## config.mk

```make
export PLATFORM = sky130hd
export DESIGN_NAME = polyline_box_clipper_3d_core
export DESIGN_NICKNAME = d
export VERILOG_FILES = /design/src/rtl/pbc3d_pkg.sv /design/src/rtl/pbc3d_datapath.sv /design/src/rtl/pbc3d_ctrl.sv /design/src/rtl/polyline_box_clipper_3d_core.sv
export VERILOG_INCLUDE_DIRS = /design/src /design/src/rtl
export SDC_FILE = /design/constraint.sdc
export NUM_CORES = 2
export LEC_CHECK = 0
export BUFFER_PORTS_ARGS = -buffer_cell sky130_fd_sc_hd__buf_2
export CAP_MARGIN = 20
export CORE_MARGIN = 10
export CORE_UTILIZATION = 52
export CTS_CLUSTER_SIZE = 24
export DETAILED_ROUTE_END_ITERATION = 7
export PLACE_DENSITY_LB_ADDON = 0.25
export RECOVER_POWER = 50
export SLEW_MARGIN = 5
export SYNTH_ARGS = -nofsm -noshare
export SYNTH_HDL_FRONTEND = slang
export SYNTH_HIERARCHICAL = 1
export SYNTH_SLANG_ARGS = --single-unit
```

## constraint.sdc

```tcl
create_clock -name clk -period 9.9 [get_ports clk]
set_input_delay 1.98 -clock clk [delete_from_list [all_inputs] [get_ports clk]]
set_output_delay 1.98 -clock clk [all_outputs]
set_load 0.01 [all_outputs]
```

## src/rtl/polyline_box_clipper_3d_core_assert.svh

```systemverilog
// Assertion macros for the polyline box clipper
`ifndef POLYLINE_BOX_CLIPPER_3D_CORE_ASSERT_SVH
`define POLYLINE_BOX_CLIPPER_3D_CORE_ASSERT_SVH
// implication checked on every edge out of reset
`define PBC_ASSERT_IMP(label, clk, rst_n, a, b) \
    label: assert property (@(posedge clk) disable iff (!rst_n) (a) |-> (b)) \
        else $error("assertion failed");
// next-cycle implication
`define PBC_ASSERT_NXT(label, clk, rst_n, a, b) \
    label: assert property (@(posedge clk) disable iff (!rst_n) (a) |=> (b)) \
        else $error("assertion failed");
`endif

```

## src/rtl/pbc3d_pkg.sv

```systemverilog
// ----------------------------------------------------------------------------
// pbc3d_pkg
// Shared types and codes for the polyline box clipper.
// ----------------------------------------------------------------------------
package pbc3d_pkg;

    localparam int unsigned NUM_REGS = 6;
    localparam int unsigned IDX_W = 3;

    localparam logic [IDX_W-1:0] REG_X_LO = 3'd0;
    localparam logic [IDX_W-1:0] REG_X_HI = 3'd1;
    localparam logic [IDX_W-1:0] REG_Y_LO = 3'd2;
    localparam logic [IDX_W-1:0] REG_Y_HI = 3'd3;
    localparam logic [IDX_W-1:0] REG_Z_LO = 3'd4;
    localparam logic [IDX_W-1:0] REG_Z_HI = 3'd5;

    // controller to datapath
    typedef struct packed {
        logic load;       // capture input, compute inside test
        logic face_start; // set up face (face index)
        logic [2:0] face;
        logic axis_start; // start divide for the given other axis
        logic axis_sel;   // 0: first other axis, 1: second
        logic face_commit;
        logic emit_inside;
        logic emit_cross;
    } cmd_t;

    // datapath to controller
    typedef struct packed {
        logic in_box;
        logic last_inside;
        logic face_try;
        logic div_done;
        logic found;
    } sts_t;

endpackage

```

## src/rtl/pbc3d_datapath.sv

```systemverilog
// ----------------------------------------------------------------------------
// pbc3d_datapath
// Bound registers, point state, face set-up and a shared restoring divider.
// ----------------------------------------------------------------------------
module pbc3d_datapath
    import pbc3d_pkg::*;
#(
    parameter int COORD_WIDTH = 24
)
(
    input  logic                   clk,
    input  logic                   rst_n,
    input  logic                   cfg_we,
    input  logic [IDX_W-1:0]       cfg_idx,
    input  logic [COORD_WIDTH-1:0] cfg_data,
    input  logic [COORD_WIDTH-1:0] in_x,
    input  logic [COORD_WIDTH-1:0] in_y,
    input  logic [COORD_WIDTH-1:0] in_z,
    input  logic                   in_start,
    input  cmd_t                   cmd,
    output sts_t                   sts,
    output logic [COORD_WIDTH-1:0] res_x,
    output logic [COORD_WIDTH-1:0] res_y,
    output logic [COORD_WIDTH-1:0] res_z,
    output logic                   res_end
);

    localparam int W  = COORD_WIDTH;
    localparam int DW = W + 2;           // differences and magnitudes
    localparam int PW = 2 * DW;          // product
    localparam int QW = W + 2;           // quotient, saturated at 2^(W+1)
    localparam int CW = $clog2(PW + 1);
    localparam logic [QW-1:0] QLIM = QW'(1) << (W + 1);
    localparam logic signed [W-1:0] CMAX = {1'b0, {(W-1){1'b1}}};
    localparam logic signed [W-1:0] CMIN = {1'b1, {(W-1){1'b0}}};
    localparam logic signed [W-1:0] RST_LO = -W'(3840);
    localparam logic signed [W-1:0] RST_HI = W'(3840);

    logic signed [W-1:0] lo_reg [3];
    logic signed [W-1:0] hi_reg [3];
    logic signed [W-1:0] cur_reg [3];
    logic signed [W-1:0] last_reg [3];
    logic signed [W-1:0] cand_reg [3];
    logic signed [W-1:0] best_reg [3];
    logic                last_in_reg;
    logic                inside_reg;
    logic                ok_reg;
    logic                found_reg;

    // face set-up
    logic [1:0]          ax_reg;
    logic signed [DW-1:0] a_reg;   // bound - prev_axis
    logic [1:0]          ob_reg;   // axis being divided

    // divider
    logic [PW-1:0]       num_reg;
    logic [DW-1:0]       den_reg;
    logic [DW:0]         rem_reg;
    logic [PW-1:0]       q_reg;
    logic [CW-1:0]       cnt_reg;
    logic                busy_reg;
    logic                neg_reg;
    logic                zero_reg;
    logic                done_reg;
    logic                mul_reg;
    logic [DW-1:0]       ma_reg;
    logic [DW-1:0]       mb_reg;

    function automatic logic [DW-1:0] magf(input logic signed [DW-1:0] v);
        magf = v[DW-1] ? DW'(-v) : v;
    endfunction

    function automatic logic signed [DW-1:0] sx(input logic signed [W-1:0] v);
        sx = DW'(v);
    endfunction

    function automatic logic in_ax(input logic signed [W-1:0] v,
                                   input logic signed [W-1:0] l,
                                   input logic signed [W-1:0] h);
        in_ax = (v > l) && (v < h);
    endfunction

    logic [1:0] fa;
    logic       fhigh;
    logic signed [W-1:0] fb;
    logic signed [DW-1:0] d_ax;
    logic       try_c;
    logic [1:0] oth;
    logic signed [DW-1:0] db;
    logic [DW:0] rem_sh;
    logic [QW-1:0] qsat;
    logic [QW-1:0] qr;
    logic signed [DW+1:0] rsum;
    logic signed [W-1:0] rclamp;

    always_comb
    begin
        fa    = cmd.face[2:1];
        fhigh = ~cmd.face[0];
        fb    = fhigh ? hi_reg[fa] : lo_reg[fa];
        d_ax  = sx(cur_reg[fa]) - sx(last_reg[fa]);
        try_c = (fhigh ? (cur_reg[fa] > fb) : (cur_reg[fa] < fb)) && (d_ax != '0);
        case (ax_reg)
            2'd0:    oth = cmd.axis_sel ? 2'd2 : 2'd1;
            2'd1:    oth = cmd.axis_sel ? 2'd2 : 2'd0;
            default: oth = cmd.axis_sel ? 2'd1 : 2'd0;
        endcase
        db = sx(cur_reg[oth]) - sx(last_reg[oth]);
        rem_sh = {rem_reg[DW-1:0], num_reg[PW-1]};
        // saturated quotient, rounded to nearest
        if (q_reg[PW-1:W+1] != '0)
            qsat = QLIM;
        else
            qsat = q_reg[QW-1:0];
        qr = qsat;
        if ((q_reg[PW-1:W+1] == '0) && ({rem_reg, 1'b0} >= {2'b00, den_reg}) && (qsat < QLIM))
            qr = qsat + QW'(1);
        rsum = neg_reg ? ((DW+2)'(last_reg[ob_reg]) - $signed((DW+2)'(qr)))
                       : ((DW+2)'(last_reg[ob_reg]) + $signed((DW+2)'(qr)));
        if (zero_reg)
            rclamp = last_reg[ob_reg];
        else if (rsum > (DW+2)'(CMAX))
            rclamp = CMAX;
        else if (rsum < (DW+2)'(CMIN))
            rclamp = CMIN;
        else
            rclamp = rsum[W-1:0];
    end

    always_ff @(posedge clk or negedge rst_n)
    begin
        if (!rst_n)
        begin
            for (int k = 0; k < 3; k++)
            begin
                lo_reg[k]   <= RST_LO;
                hi_reg[k]   <= RST_HI;
                last_reg[k] <= '0;
            end
            last_in_reg <= 1'b0;
            found_reg   <= 1'b0;
            busy_reg    <= 1'b0;
            done_reg    <= 1'b0;
            mul_reg     <= 1'b0;
        end
        else
        begin
            done_reg <= 1'b0;
            if (cfg_we && (cfg_idx < IDX_W'(NUM_REGS)))
            begin
                if (cfg_idx[0])
                    hi_reg[cfg_idx[2:1]] <= cfg_data;
                else
                    lo_reg[cfg_idx[2:1]] <= cfg_data;
            end
            if (cmd.load)
            begin
                cur_reg[0] <= in_x;
                cur_reg[1] <= in_y;
                cur_reg[2] <= in_z;
                if (in_start)
                    last_in_reg <= 1'b0;
                found_reg <= 1'b0;
                inside_reg <= in_ax(in_x, lo_reg[0], hi_reg[0])
                           && in_ax(in_y, lo_reg[1], hi_reg[1])
                           && in_ax(in_z, lo_reg[2], hi_reg[2]);
            end
            if (cmd.emit_inside)
            begin
                for (int k = 0; k < 3; k++)
                    last_reg[k] <= cur_reg[k];
                last_in_reg <= 1'b1;
            end
            if (cmd.emit_cross)
                last_in_reg <= 1'b0;
            if (cmd.face_start)
            begin
                ax_reg    <= fa;
                a_reg     <= sx(fb) - sx(last_reg[fa]);
                den_reg   <= magf(d_ax);
                for (int k = 0; k < 3; k++)
                    cand_reg[k] <= (2'(k) == fa) ? fb : cur_reg[k];
                ok_reg    <= 1'b1;
            end
            if (cmd.axis_start)
            begin
                ob_reg   <= oth;
                neg_reg  <= ((a_reg[DW-1]) != (db[DW-1]))
                            != ((sx(cur_reg[ax_reg]) - sx(last_reg[ax_reg])) < 0);
                zero_reg <= (a_reg == '0) || (db == '0);
                ma_reg   <= magf(a_reg);
                mb_reg   <= magf(db);
                mul_reg  <= 1'b1;
            end
            if (mul_reg)
            begin
                // one registered multiply, then bit-serial division
                mul_reg  <= 1'b0;
                num_reg  <= PW'(ma_reg) * PW'(mb_reg);
                rem_reg  <= '0;
                q_reg    <= '0;
                cnt_reg  <= CW'(PW);
                busy_reg <= 1'b1;
            end
            else if (busy_reg)
            begin
                num_reg <= {num_reg[PW-2:0], 1'b0};
                if (rem_sh >= {1'b0, den_reg})
                begin
                    rem_reg <= rem_sh - {1'b0, den_reg};
                    q_reg   <= {q_reg[PW-2:0], 1'b1};
                end
                else
                begin
                    rem_reg <= rem_sh;
                    q_reg   <= {q_reg[PW-2:0], 1'b0};
                end
                cnt_reg <= cnt_reg - CW'(1);
                if (cnt_reg == CW'(1))
                begin
                    busy_reg <= 1'b0;
                    done_reg <= 1'b1;
                end
            end
            if (done_reg)
            begin
                cand_reg[ob_reg] <= rclamp;
                if (!in_ax(rclamp, lo_reg[ob_reg], hi_reg[ob_reg]))
                    ok_reg <= 1'b0;
            end
            if (cmd.face_commit && ok_reg)
            begin
                for (int k = 0; k < 3; k++)
                    best_reg[k] <= cand_reg[k];
                found_reg <= 1'b1;
            end
        end
    end

    assign sts.in_box      = inside_reg;
    assign sts.last_inside = last_in_reg;
    assign sts.face_try    = try_c;
    assign sts.div_done    = done_reg;
    assign sts.found       = found_reg;

    assign res_x   = cmd.emit_cross ? best_reg[0] : cur_reg[0];
    assign res_y   = cmd.emit_cross ? best_reg[1] : cur_reg[1];
    assign res_z   = cmd.emit_cross ? best_reg[2] : cur_reg[2];
    assign res_end = cmd.emit_cross;

endmodule

```

## src/rtl/pbc3d_ctrl.sv

```systemverilog
// ----------------------------------------------------------------------------
// pbc3d_ctrl
// Sequencer: inside test, six face trials with two divides for each face that is tried, output hold.
// ----------------------------------------------------------------------------
module pbc3d_ctrl
    import pbc3d_pkg::*;
(
    input  logic clk,
    input  logic rst_n,
    input  logic in_valid,
    output logic in_stall,
    output logic out_valid,
    input  logic out_stall,
    input  sts_t sts,
    output cmd_t cmd,
    output logic emit_load,
    output logic emit_end
);
`include "polyline_box_clipper_3d_core_assert.svh"

    typedef enum logic [6:0] {
        S_IDLE   = 7'b0000001,
        S_JUDGE  = 7'b0000010,
        S_FACE   = 7'b0000100,
        S_DIV    = 7'b0001000,
        S_WAIT   = 7'b0010000,
        S_COMMIT = 7'b0100000,
        S_DONE   = 7'b1000000
    } state_t;

    state_t     state_reg, state_next;
    logic [2:0] face_reg, face_next;
    logic       sel_reg, sel_next;
    logic       ov_reg;

    always_comb
    begin
        state_next = state_reg;
        face_next  = face_reg;
        sel_next   = sel_reg;
        cmd        = '0;
        cmd.face   = face_reg;
        cmd.axis_sel = sel_reg;
        emit_load  = 1'b0;
        emit_end   = 1'b0;
        case (state_reg)
            S_IDLE:
            begin
                if (in_valid && !ov_reg)
                begin
                    cmd.load   = 1'b1;
                    state_next = S_JUDGE;
                end
            end
            S_JUDGE:
            begin
                if (sts.in_box)
                begin
                    cmd.emit_inside = 1'b1;
                    emit_load  = 1'b1;
                    state_next = S_IDLE;
                end
                else if (!sts.last_inside)
                    state_next = S_IDLE;
                else
                begin
                    face_next  = 3'd0;
                    state_next = S_FACE;
                end
            end
            S_FACE:
            begin
                if (sts.face_try)
                begin
                    cmd.face_start = 1'b1;
                    sel_next   = 1'b0;
                    state_next = S_DIV;
                end
                else if (face_reg == 3'd5)
                    state_next = S_DONE;
                else
                    face_next = face_reg + 3'd1;
            end
            S_DIV:
            begin
                cmd.axis_start = 1'b1;
                state_next = S_WAIT;
            end
            S_WAIT:
            begin
                if (sts.div_done)
                begin
                    if (sel_reg)
                        state_next = S_COMMIT;
                    else
                    begin
                        sel_next   = 1'b1;
                        state_next = S_DIV;
                    end
                end
            end
            S_COMMIT:
            begin
                cmd.face_commit = 1'b1;
                if (face_reg == 3'd5)
                    state_next = S_DONE;
                else
                begin
                    face_next  = face_reg + 3'd1;
                    state_next = S_FACE;
                end
            end
            S_DONE:
            begin
                cmd.emit_cross = 1'b1;
                emit_load  = sts.found;
                emit_end   = 1'b1;
                state_next = S_IDLE;
            end
            default:
                state_next = S_IDLE;
        endcase
    end

    always_ff @(posedge clk or negedge rst_n)
    begin
        if (!rst_n)
        begin
            state_reg <= S_IDLE;
            face_reg  <= '0;
            sel_reg   <= 1'b0;
            ov_reg    <= 1'b0;
        end
        else
        begin
            state_reg <= state_next;
            face_reg  <= face_next;
            sel_reg   <= sel_next;
            if (emit_load)
                ov_reg <= 1'b1;
            else if (!out_stall)
                ov_reg <= 1'b0;
        end
    end

    // new request only taken when idle and once the previous result has left
    assign in_stall  = (state_reg != S_IDLE) || ov_reg;
    assign out_valid = ov_reg;

    `PBC_ASSERT_IMP(a_load_idle, clk, rst_n, cmd.load, !ov_reg)
    `PBC_ASSERT_IMP(a_emit_free, clk, rst_n, emit_load, !ov_reg)
    `PBC_ASSERT_NXT(a_load_judge, clk, rst_n, cmd.load, state_reg == S_JUDGE)
    `PBC_ASSERT_IMP(a_face_range, clk, rst_n, state_reg == S_FACE, face_reg <= 3'd5)

endmodule

```

## src/rtl/polyline_box_clipper_3d_core.sv

```systemverilog
// ----------------------------------------------------------------------------
// polyline_box_clipper_3d_core
// Clips a 3D point stream against an open axis-aligned box.
// ----------------------------------------------------------------------------
// One request at a time. A point inside the box and one that is dropped
// finish after the inside test; an exit point then runs the face trials,
// and each face that is tried does two divides on the shared
// multiply-then-bit-serial divider. A result waits in the output register;
// the next request is taken once it has been collected.
module polyline_box_clipper_3d_core
    import pbc3d_pkg::*;
#(
    parameter int COORD_WIDTH = 24,
    parameter int FRAC_BITS   = 8
)
(
    input  logic                   clk,
    input  logic                   rst_n,
    input  logic                   cfg_we,
    input  logic [IDX_W-1:0]       cfg_index,
    input  logic [COORD_WIDTH-1:0] cfg_data,
    input  logic                   in_valid,
    output logic                   in_stall,
    input  logic [COORD_WIDTH-1:0] pos_x,
    input  logic [COORD_WIDTH-1:0] pos_y,
    input  logic [COORD_WIDTH-1:0] pos_z,
    input  logic                   track_start,
    output logic                   out_valid,
    input  logic                   out_stall,
    output logic [COORD_WIDTH-1:0] out_x,
    output logic [COORD_WIDTH-1:0] out_y,
    output logic [COORD_WIDTH-1:0] out_z,
    output logic                   segment_end
);

    // scale only: the ratio arithmetic is independent of the fraction width
    localparam int FB = FRAC_BITS;

    cmd_t cmd;
    sts_t sts;
    logic emit_load, emit_end;
    logic [COORD_WIDTH-1:0] rx, ry, rz;
    logic re;
    logic [COORD_WIDTH-1:0] ox_reg, oy_reg, oz_reg;
    logic oe_reg;

    pbc3d_ctrl u_ctrl (
        .clk(clk), .rst_n(rst_n),
        .in_valid(in_valid), .in_stall(in_stall),
        .out_valid(out_valid), .out_stall(out_stall),
        .sts(sts), .cmd(cmd),
        .emit_load(emit_load), .emit_end(emit_end)
    );

    pbc3d_datapath #(.COORD_WIDTH(COORD_WIDTH)) u_dp (
        .clk(clk), .rst_n(rst_n),
        .cfg_we(cfg_we), .cfg_idx(cfg_index), .cfg_data(cfg_data),
        .in_x(pos_x), .in_y(pos_y), .in_z(pos_z), .in_start(track_start),
        .cmd(cmd), .sts(sts),
        .res_x(rx), .res_y(ry), .res_z(rz), .res_end(re)
    );

    always_ff @(posedge clk)
    begin
        if (emit_load && (FB >= 0))
        begin
            ox_reg <= rx;
            oy_reg <= ry;
            oz_reg <= rz;
            oe_reg <= re & emit_end;
        end
    end

    assign out_x       = ox_reg;
    assign out_y       = oy_reg;
    assign out_z       = oz_reg;
    assign segment_end = oe_reg;

endmodule
```

; ---- Word level (Yosys, flattened, before mapping)
; Memories as Yosys holds them, arrays and structs flattened. A register that Yosys moved wholly into a read port is not among the register bits.
; Cells that the tools add are included.
[totals]
ram_bits = 216
output_inout_bits = 75
inputBits = 105
word_cells = 262
mem_count = 3
ff_bits = 555
[mem_list]
columns = memory, depth, width, read_ports, rd_clocked_by_memory_dff, wr, line_no
row1 = u_dp.best_reg, 3, 24, 3, 0, 3, pbc3d_datapath.sv:44  ; logic signed [W-1:0] best_reg [3];
row2 = u_dp.cand_reg, 3, 24, 3, 0, 4, pbc3d_datapath.sv:43  ; logic signed [W-1:0] cand_reg [3];
row3 = u_dp.cur_reg, 3, 24, 6, 1, 3, pbc3d_datapath.sv:41  ; logic signed [W-1:0] cur_reg [3];
[op_classes]
bitwise_logic = 6
addsub = 13
mul = 1
eq_ne = 23
reduce_logical = 43
muxes = 111
n_lt_le_gt_ge = 23
[ops]
columns = operator, count
row1 = $mux W24, 27
row2 = $bmux W24 S2, 8
row3 = $mux W52, 3
row4 = $bwmux W72, 2
row5 = $gt A24 B24 Y1, 5
row6 = $lt A24 B24 Y1, 5
row7 = $sub A24 B24 Y25, 4
row8 = $mux W25, 3
row9 = $mux W27, 2
row10 = $logic_not A26 Y1, 2
row11 = $mul A26 B26 Y52, 1
row12 = $mux W26, 2
row13 = $neg A25 Y26, 2
row14 = $demux W24 S2, 1
row15 = $pmux W7 S6, 1
row16 = $mux W1, 41
row17 = $mux W7, 5
row18 = $lt A32 B1 Y1 const B, 1
row19 = $add A24 B27 Y28, 1
row20 = $ge A28 B26 Y1, 1
row21 = $gt A28 B24 Y1 const B, 1
row22 = $lt A28 B24 Y1 const B, 1
row23 = $mux W28, 1
row24 = $sub A24 B27 Y28, 1
row25 = 47 further kinds, 99

; ---- Depth between registers and ports, before layout
[logic_depth]
ltp_word = 15
mapped_depth = 53
depth_no_buf = 47

; ---- Hierarchy
; Netlist, hierarchy kept.
[modules_own_cells]
columns = module, cells_per_inst, seq_area_each_um2, n_inst, area_each_um2
row1 = pbc3d_datapath, 7357, 19567.5, 1, 69086.3
row2 = polyline_box_clipper_3d_core, 74, 2192.1, 1, 2198.4
row3 = pbc3d_ctrl, 84, 301.5, 1, 824.5

; ---- Worst setup path before layout
; Ideal clock, no wire load.
[synth_path]
path_type = register -> register
from = register u_dp.q_reg[36]
to = register u_dp.ok_reg (data pin)
required_ns = 9.751
t_arrival_ns = 9.054
synth_period_minus_slack_ns = 9.203
path_buffers = 7
setup_ns = 0.149
stages_incl_launch_ff = 52
path_slack_ns = 0.697
cell_sequence = edfxtp_1 > or4_1 > nor3_2 > and3_1 > buf_4 > buf_2 > buf_2 > clkbuf_1 > and2_1 > ha_1 > clkbuf_1 > nand4_1 > nor3_1 > and2_1 > nand3_1 > xor2_1 > o21ai_0 > nor3_1 > (+16 left out) > nor2_1 > buf_6 > a211o_1 > o21a_2 > ha_1 > nor2b_1 > o21ai_0 > nand2b_1 > a21oi_1 > nor2b_1 > o21ai_0 > nand2b_1 > a221oi_1 > o21ai_0 > xor2_1 > o21ai_0 > o21ai_0 > nor3b_2
[synth_between]
elab_chain_len = 15
word_cells_on_any_way = 21
classes_between = 3 x add/sub / 5 x order compare / 8 x mux / 5 x reduce/logical
[synth_rtl]
columns = item, line_no
row1 = "start, declared", pbc3d_datapath.sv:59  ; logic [PW-1:0] q_reg;
row2 = "start signal, assigned", pbc3d_datapath.sv:211  ; q_reg <= {q_reg[PW-2:0], 1'b1};
row3 = "start signal, assigned", pbc3d_datapath.sv:216  ; q_reg <= {q_reg[PW-2:0], 1'b0};
row4 = $reduce_bool A27 Y1, pbc3d_datapath.sv:111  ; if (q_reg[PW-1:W+1] != '0)
row5 = $mux W26, pbc3d_datapath.sv:111
row6 = $lt A26 B26 Y1, pbc3d_datapath.sv:116  ; if ((q_reg[PW-1:W+1] == '0) && ({rem_reg, 1'b0} >= {2'b00, den_reg}) && (qsat < QLIM))
row7 = $logic_and A1 B1 Y1, pbc3d_datapath.sv:116
row8 = $mux W26 *, pbc3d_datapath.sv:116
row9 = $add A24 B27 Y28 or $sub A24 B27 Y28 (tied branches), "pbc3d_datapath.sv:119, pbc3d_datapath.sv:118"
row10 = $mux W28 *, pbc3d_datapath.sv:118  ; rsum = neg_reg ? ((DW+2)'(last_reg[ob_reg]) - $signed((DW+2)'(qr)))
row11 = $lt A28 B24 Y1, pbc3d_datapath.sv:124  ; else if (rsum < (DW+2)'(CMIN))
row12 = $mux W24, pbc3d_datapath.sv:124
row13 = $mux W24 *, pbc3d_datapath.sv:122  ; else if (rsum > (DW+2)'(CMAX))
row14 = $mux W24 *, pbc3d_datapath.sv:120  ; if (zero_reg)
row15 = $gt A24 B24 Y1 or $lt A24 B24 Y1 (tied branches), pbc3d_datapath.sv:80  ; in_ax = (v > l) && (v < h);
row16 = $logic_and A1 B1 Y1 *, pbc3d_datapath.sv:80
row17 = $mux W1 *, pbc3d_datapath.sv:228  ; if (!in_ax(rclamp, lo_reg[ob_reg], hi_reg[ob_reg]))
row18 = $mux W1 *, pbc3d_datapath.sv:225  ; if (done_reg)
row19 = "end signal, assigned", pbc3d_datapath.sv:183  ; ok_reg <= 1'b1;
row20 = "end signal, assigned", pbc3d_datapath.sv:229  ; ok_reg <= 1'b0;
row21 = "end, declared", pbc3d_datapath.sv:47  ; logic ok_reg;
; Every way passes the cells marked *; elsewhere a longest branch is shown, timed or not.
; A chain may end at the register's enable or synchronous reset.

==> flow_metrics.tcl <==
set metrics [dict create \
    path_common_cell "a21oi_1" \
    crit_chain "clkbuf_1, mux2i_1, o21ai_0, ha_1, inv_1, a211oi_1, o31a_1, o211ai_1, a21oi_1, a21oi_1, xor2_1, nand4_1, nor3_1, nand4_1, nor3b_1, a21oi_1, nand3b_1, nor3_4, nand2_1, nand2_2" \
    worst_ep_required_time_ns 10.11 \
    grt-ovfl-total 0 \
    cp_num_buf_inv 2 \
    setup_viol 0 \
    place_ws_ns 0.474 \
    final_hold_viol_count 0 \
    worstMarginPinSlew_ns 4.36 \
    cts_buffers 85 \
    crit_slowest_cell "clkbuf_1" \
    place_congestion 1.00 \
    io_pins 180 \
    path_delay_family "simple AND/OR/NAND/NOR gates" \
    postLayoutSetupSlackWorst_ns 0.332 \
    r2r_slack_ns 0.33 \
    synth_top_area_cell "edfxtp_1" \
    max_freq_mhz 105 \
    clkTransAtPathRegs_ns 0.07 \
    synth.distinct_cells 106 \
    fin_area_sq_um 78000 \
    async_reset_ff_frac 0.302 \
    violations "max-capacitance violations, max-slew violations" \
    slowest_delay_ns 1.98 \
    cts_buffer_depth 3 \
    power_mw 21.7 \
    area_growth_pct 8.15 \
    final-seq-area_sq_um 22100 \
    place_area_sq_um 75100 \
    cts_tree "done" \
    path_depth 20 \
    power_per_cell_area_nw_per_um2 279 \
    drc 0 \
    synth-main-ff-cell "edfxtp_1" \
    fillers 12117 \
    fin_skew_ns 0.0729 \
    irDropWorstVdd_uv 187 \
    r2r_cells 20 \
    cts_htree_levels 3 \
    worstHoldPathType "reg -> reg" \
    insertion_delay_ns 0.72 \
    drv_slew 989 \
    num_rows 136 \
    numPortBuffers 179 \
    outcome "complete, but fails checks" \
    max_slew_margin -1.91 \
    p_leak_nw 33.4 \
    cp_max_fo 38 \
    grt_pass1_wl_microns 348000 \
    die_y_microns 392 \
    grt_max_degree 75 \
    fin_util 0.566 \
    synth_edf_count 537 \
    drive_gt1_frac 0.102 \
    rr_endpoint "u_dp/cand_reg[2][3]$_DFFE_PP_" \
    dpl.hpwl_microns 175000 \
    timing.final.crit_period_ns 9.57 \
    vias 56810 \
    avgSynthCellArea_sq_um 9.60 \
    tns_ns 0 \
    root_buffer "clkbuf_16" \
    nNetsFinal 8819 \
    routedWlPerCell_microns 23.9 \
    synthCells 7515 \
    cp-end-kind "flop" \
    antenna_found_initial 8 \
    crit_path_start "u_ctrl/face_reg[1]$_DFFE_PN0P_" \
    first_global_vias 57591 \
    drt_wl_total_microns 226000 \
    synth-seq-area-share 0.306 \
    firstDrtPassIters 8 \
    critical_path.endpoint "u_dp/cand_reg[2][3]$_DFFE_PP_" \
    syn_area_sq_um 72100 \
    fin_crit_sh 0.967 \
    regToRegStartpoint "u_ctrl/face_reg[1]$_DFFE_PN0P_" \
    initial_utilization 0.524 \
    dieWidth_microns 392 \
    rsz0062_at_grt "no" \
    multi_input_area_sq_um 45500 \
    viasPerCell 6.01 \
    ant_nets 0 \
    maxCapViolCount 23 \
    ys_ff_latch 772 \
    synth.top_cells.by_area "edfxtp_1 22%, fa_1 16%, ha_1 9.8%" \
    yosys_warnings 6 \
    yosysTopAreaCellShare 0.224 \
    worst_ep_arrival_time_ns 9.78 \
    drtIter0Drc 5491 \
    cts_sinks 772 \
    startpoint_type "flop" \
    grt_use_total 0.293 \
    worst-setup-path-type "reg -> reg" \
    core_region_area_sq_um 138000 \
    die-area_sq_um 154000 \
]
==> report_power, final <==
part           internal, mW  switching (mW)
clock                  1.98            1.42
combinational          5.28            7.94
sequential             4.41           0.698
==> how the worst min path moves through the flow <==
| stage | depth (start not counted) | slack, ns | endpoint | startpoint |
|---|---|---|---|---|
| 2_1_floorplan | 0 | 0.40 | u_dp/best_reg[0][0]$_DFFE_PP_ | u_dp/cand_reg[0][0]$_DFFE_PP_ |
| 6_report | 0 | 0.38 | u_dp/best_reg[0][1]$_DFFE_PP_ | u_dp/cand_reg[0][1]$_DFFE_PP_ |
| 3_3_place_gp | 0 | 0.40 | u_dp/best_reg[0][8]$_DFFE_PP_ | u_dp/cand_reg[0][8]$_DFFE_PP_ |
| 3_5_place_dp | 0 | 0.40 | u_dp/best_reg[0][22]$_DFFE_PP_ | u_dp/cand_reg[0][22]$_DFFE_PP_ |
| 5_1_grt | 0 | 0.39 | u_dp/best_reg[0][27]$_DFFE_PP_ | u_dp/cand_reg[1][3]$_DFFE_PP_ |
| 4_1_cts | 0 | 0.37 | u_dp/best_reg[0][27]$_DFFE_PP_ | u_dp/cand_reg[1][3]$_DFFE_PP_ |
==> worst reg2reg max path, delay by kind of cell, from the launching register on <==
kind	cells	cell delay (ns)
AOI/OAI and AO/OA	7	1.94
xor gates and xnor gates	1	0.52
adders and majority gates	1	0.48
buffers and inverters	2	2.09
DFF	1	0.66
muxes	1	0.35
and+or+nand+nor	8	3.00
==> cell usage after synthesis, types with 171 or more instances <==
cell	count
clkbuf_1	320
fa_1	579
and2_1	262
dfrtp_1	181
edfxtp_1	537
mux2_2	242
mux2i_1	301
xnor2_1	171
ha_1	563
inv_1	842
o21ai_0	348
nand2_1	852
nor2_1	543
a21oi_1	455
==> cell usage in the layout (no fill, tap or decap), types with 21 or more instances in the layout <==
cell type,netlist,routed
a21oi_1,455,451
buf_2,17,102
nor2b_1,81,78
o21ai_1,39,39
nand3_1,71,70
clkbuf_16,0,90
nand2b_1,60,59
edfxtp_1,537,537
fa_1,579,579
inv_1,842,841
mux2i_1,301,300
and2_1,262,258
nand4_1,60,60
o221ai_1,25,25
dfstp_2,52,52
o21a_1,43,43
dfrtp_1,181,178
a21o_1,118,118
nor3_1,72,70
mux2_2,242,231
nor4_1,21,21
a211oi_1,44,44
xnor2_1,171,171
nand2_1,852,849
clkbuf_1,320,119
nor2_1,543,542
or3_1,31,31
o21ai_0,348,347
buf_4,9,152
o22ai_1,41,41
xor2_1,89,88
a31oi_1,41,39
and3_1,33,31
ha_1,563,562
==> kinds of logic (layout without fill, tap and decap cells) <==
group,Yosys count,after routing,synth area share
AO/OA/AOI/OAI,1379,1379,0.118
XOR/XNOR,260,260,0.0316
adder cells (fa/ha/maj),1142,1142,0.258
buffers and inverters,1234,1362,0.0653
flip-flops,772,772,0.306
multiplexers,544,544,0.0798
other,1,10,0.0000520
AND/OR/NAND/NOR,2183,2183,0.141
==> final cells by class <==
| cell class | count | area share |
|---|---|---|
| sequential | 772 | 0.283 |
| clock inverter | 50 | 0.00797 |
| antenna | 7 | 0.000225 |
| inverter | 845 | 0.0407 |
| clock buffer | 110 | 0.0301 |
| tap | 1794 | 0.0288 |
| timing repair buffer | 357 | 0.0263 |
| multi-input combinational | 5511 | 0.583 |
==> metal layers <==
layer,track usage,routed length (microns)
met5,0,42
met4,0.144,12600
met2,0.469,103000
met1,0.380,90500
met3,0.0562,20000
==> through the flow <==
stage / hold slack, ns / instances
2_1_floorplan: 0.400 / 7517
3_3_place_gp: 0.401 / 9268
3_5_place_dp: 0.405 / 9272
4_1_cts: 0.374 / 9432
5_1_grt: 0.392 / 9442
6_report: 0.379 / 9446
==> timing repair <==
action | in CTS | in global routing
gates resized for setup | 0 | 15
endpoints found under the setup margin | 0 | 1
buffers inserted | 0 | 7
hold buffers | 0 | 0
endpoints found under the hold margin | 0 | 0
(Power assumes the default switching activity.)
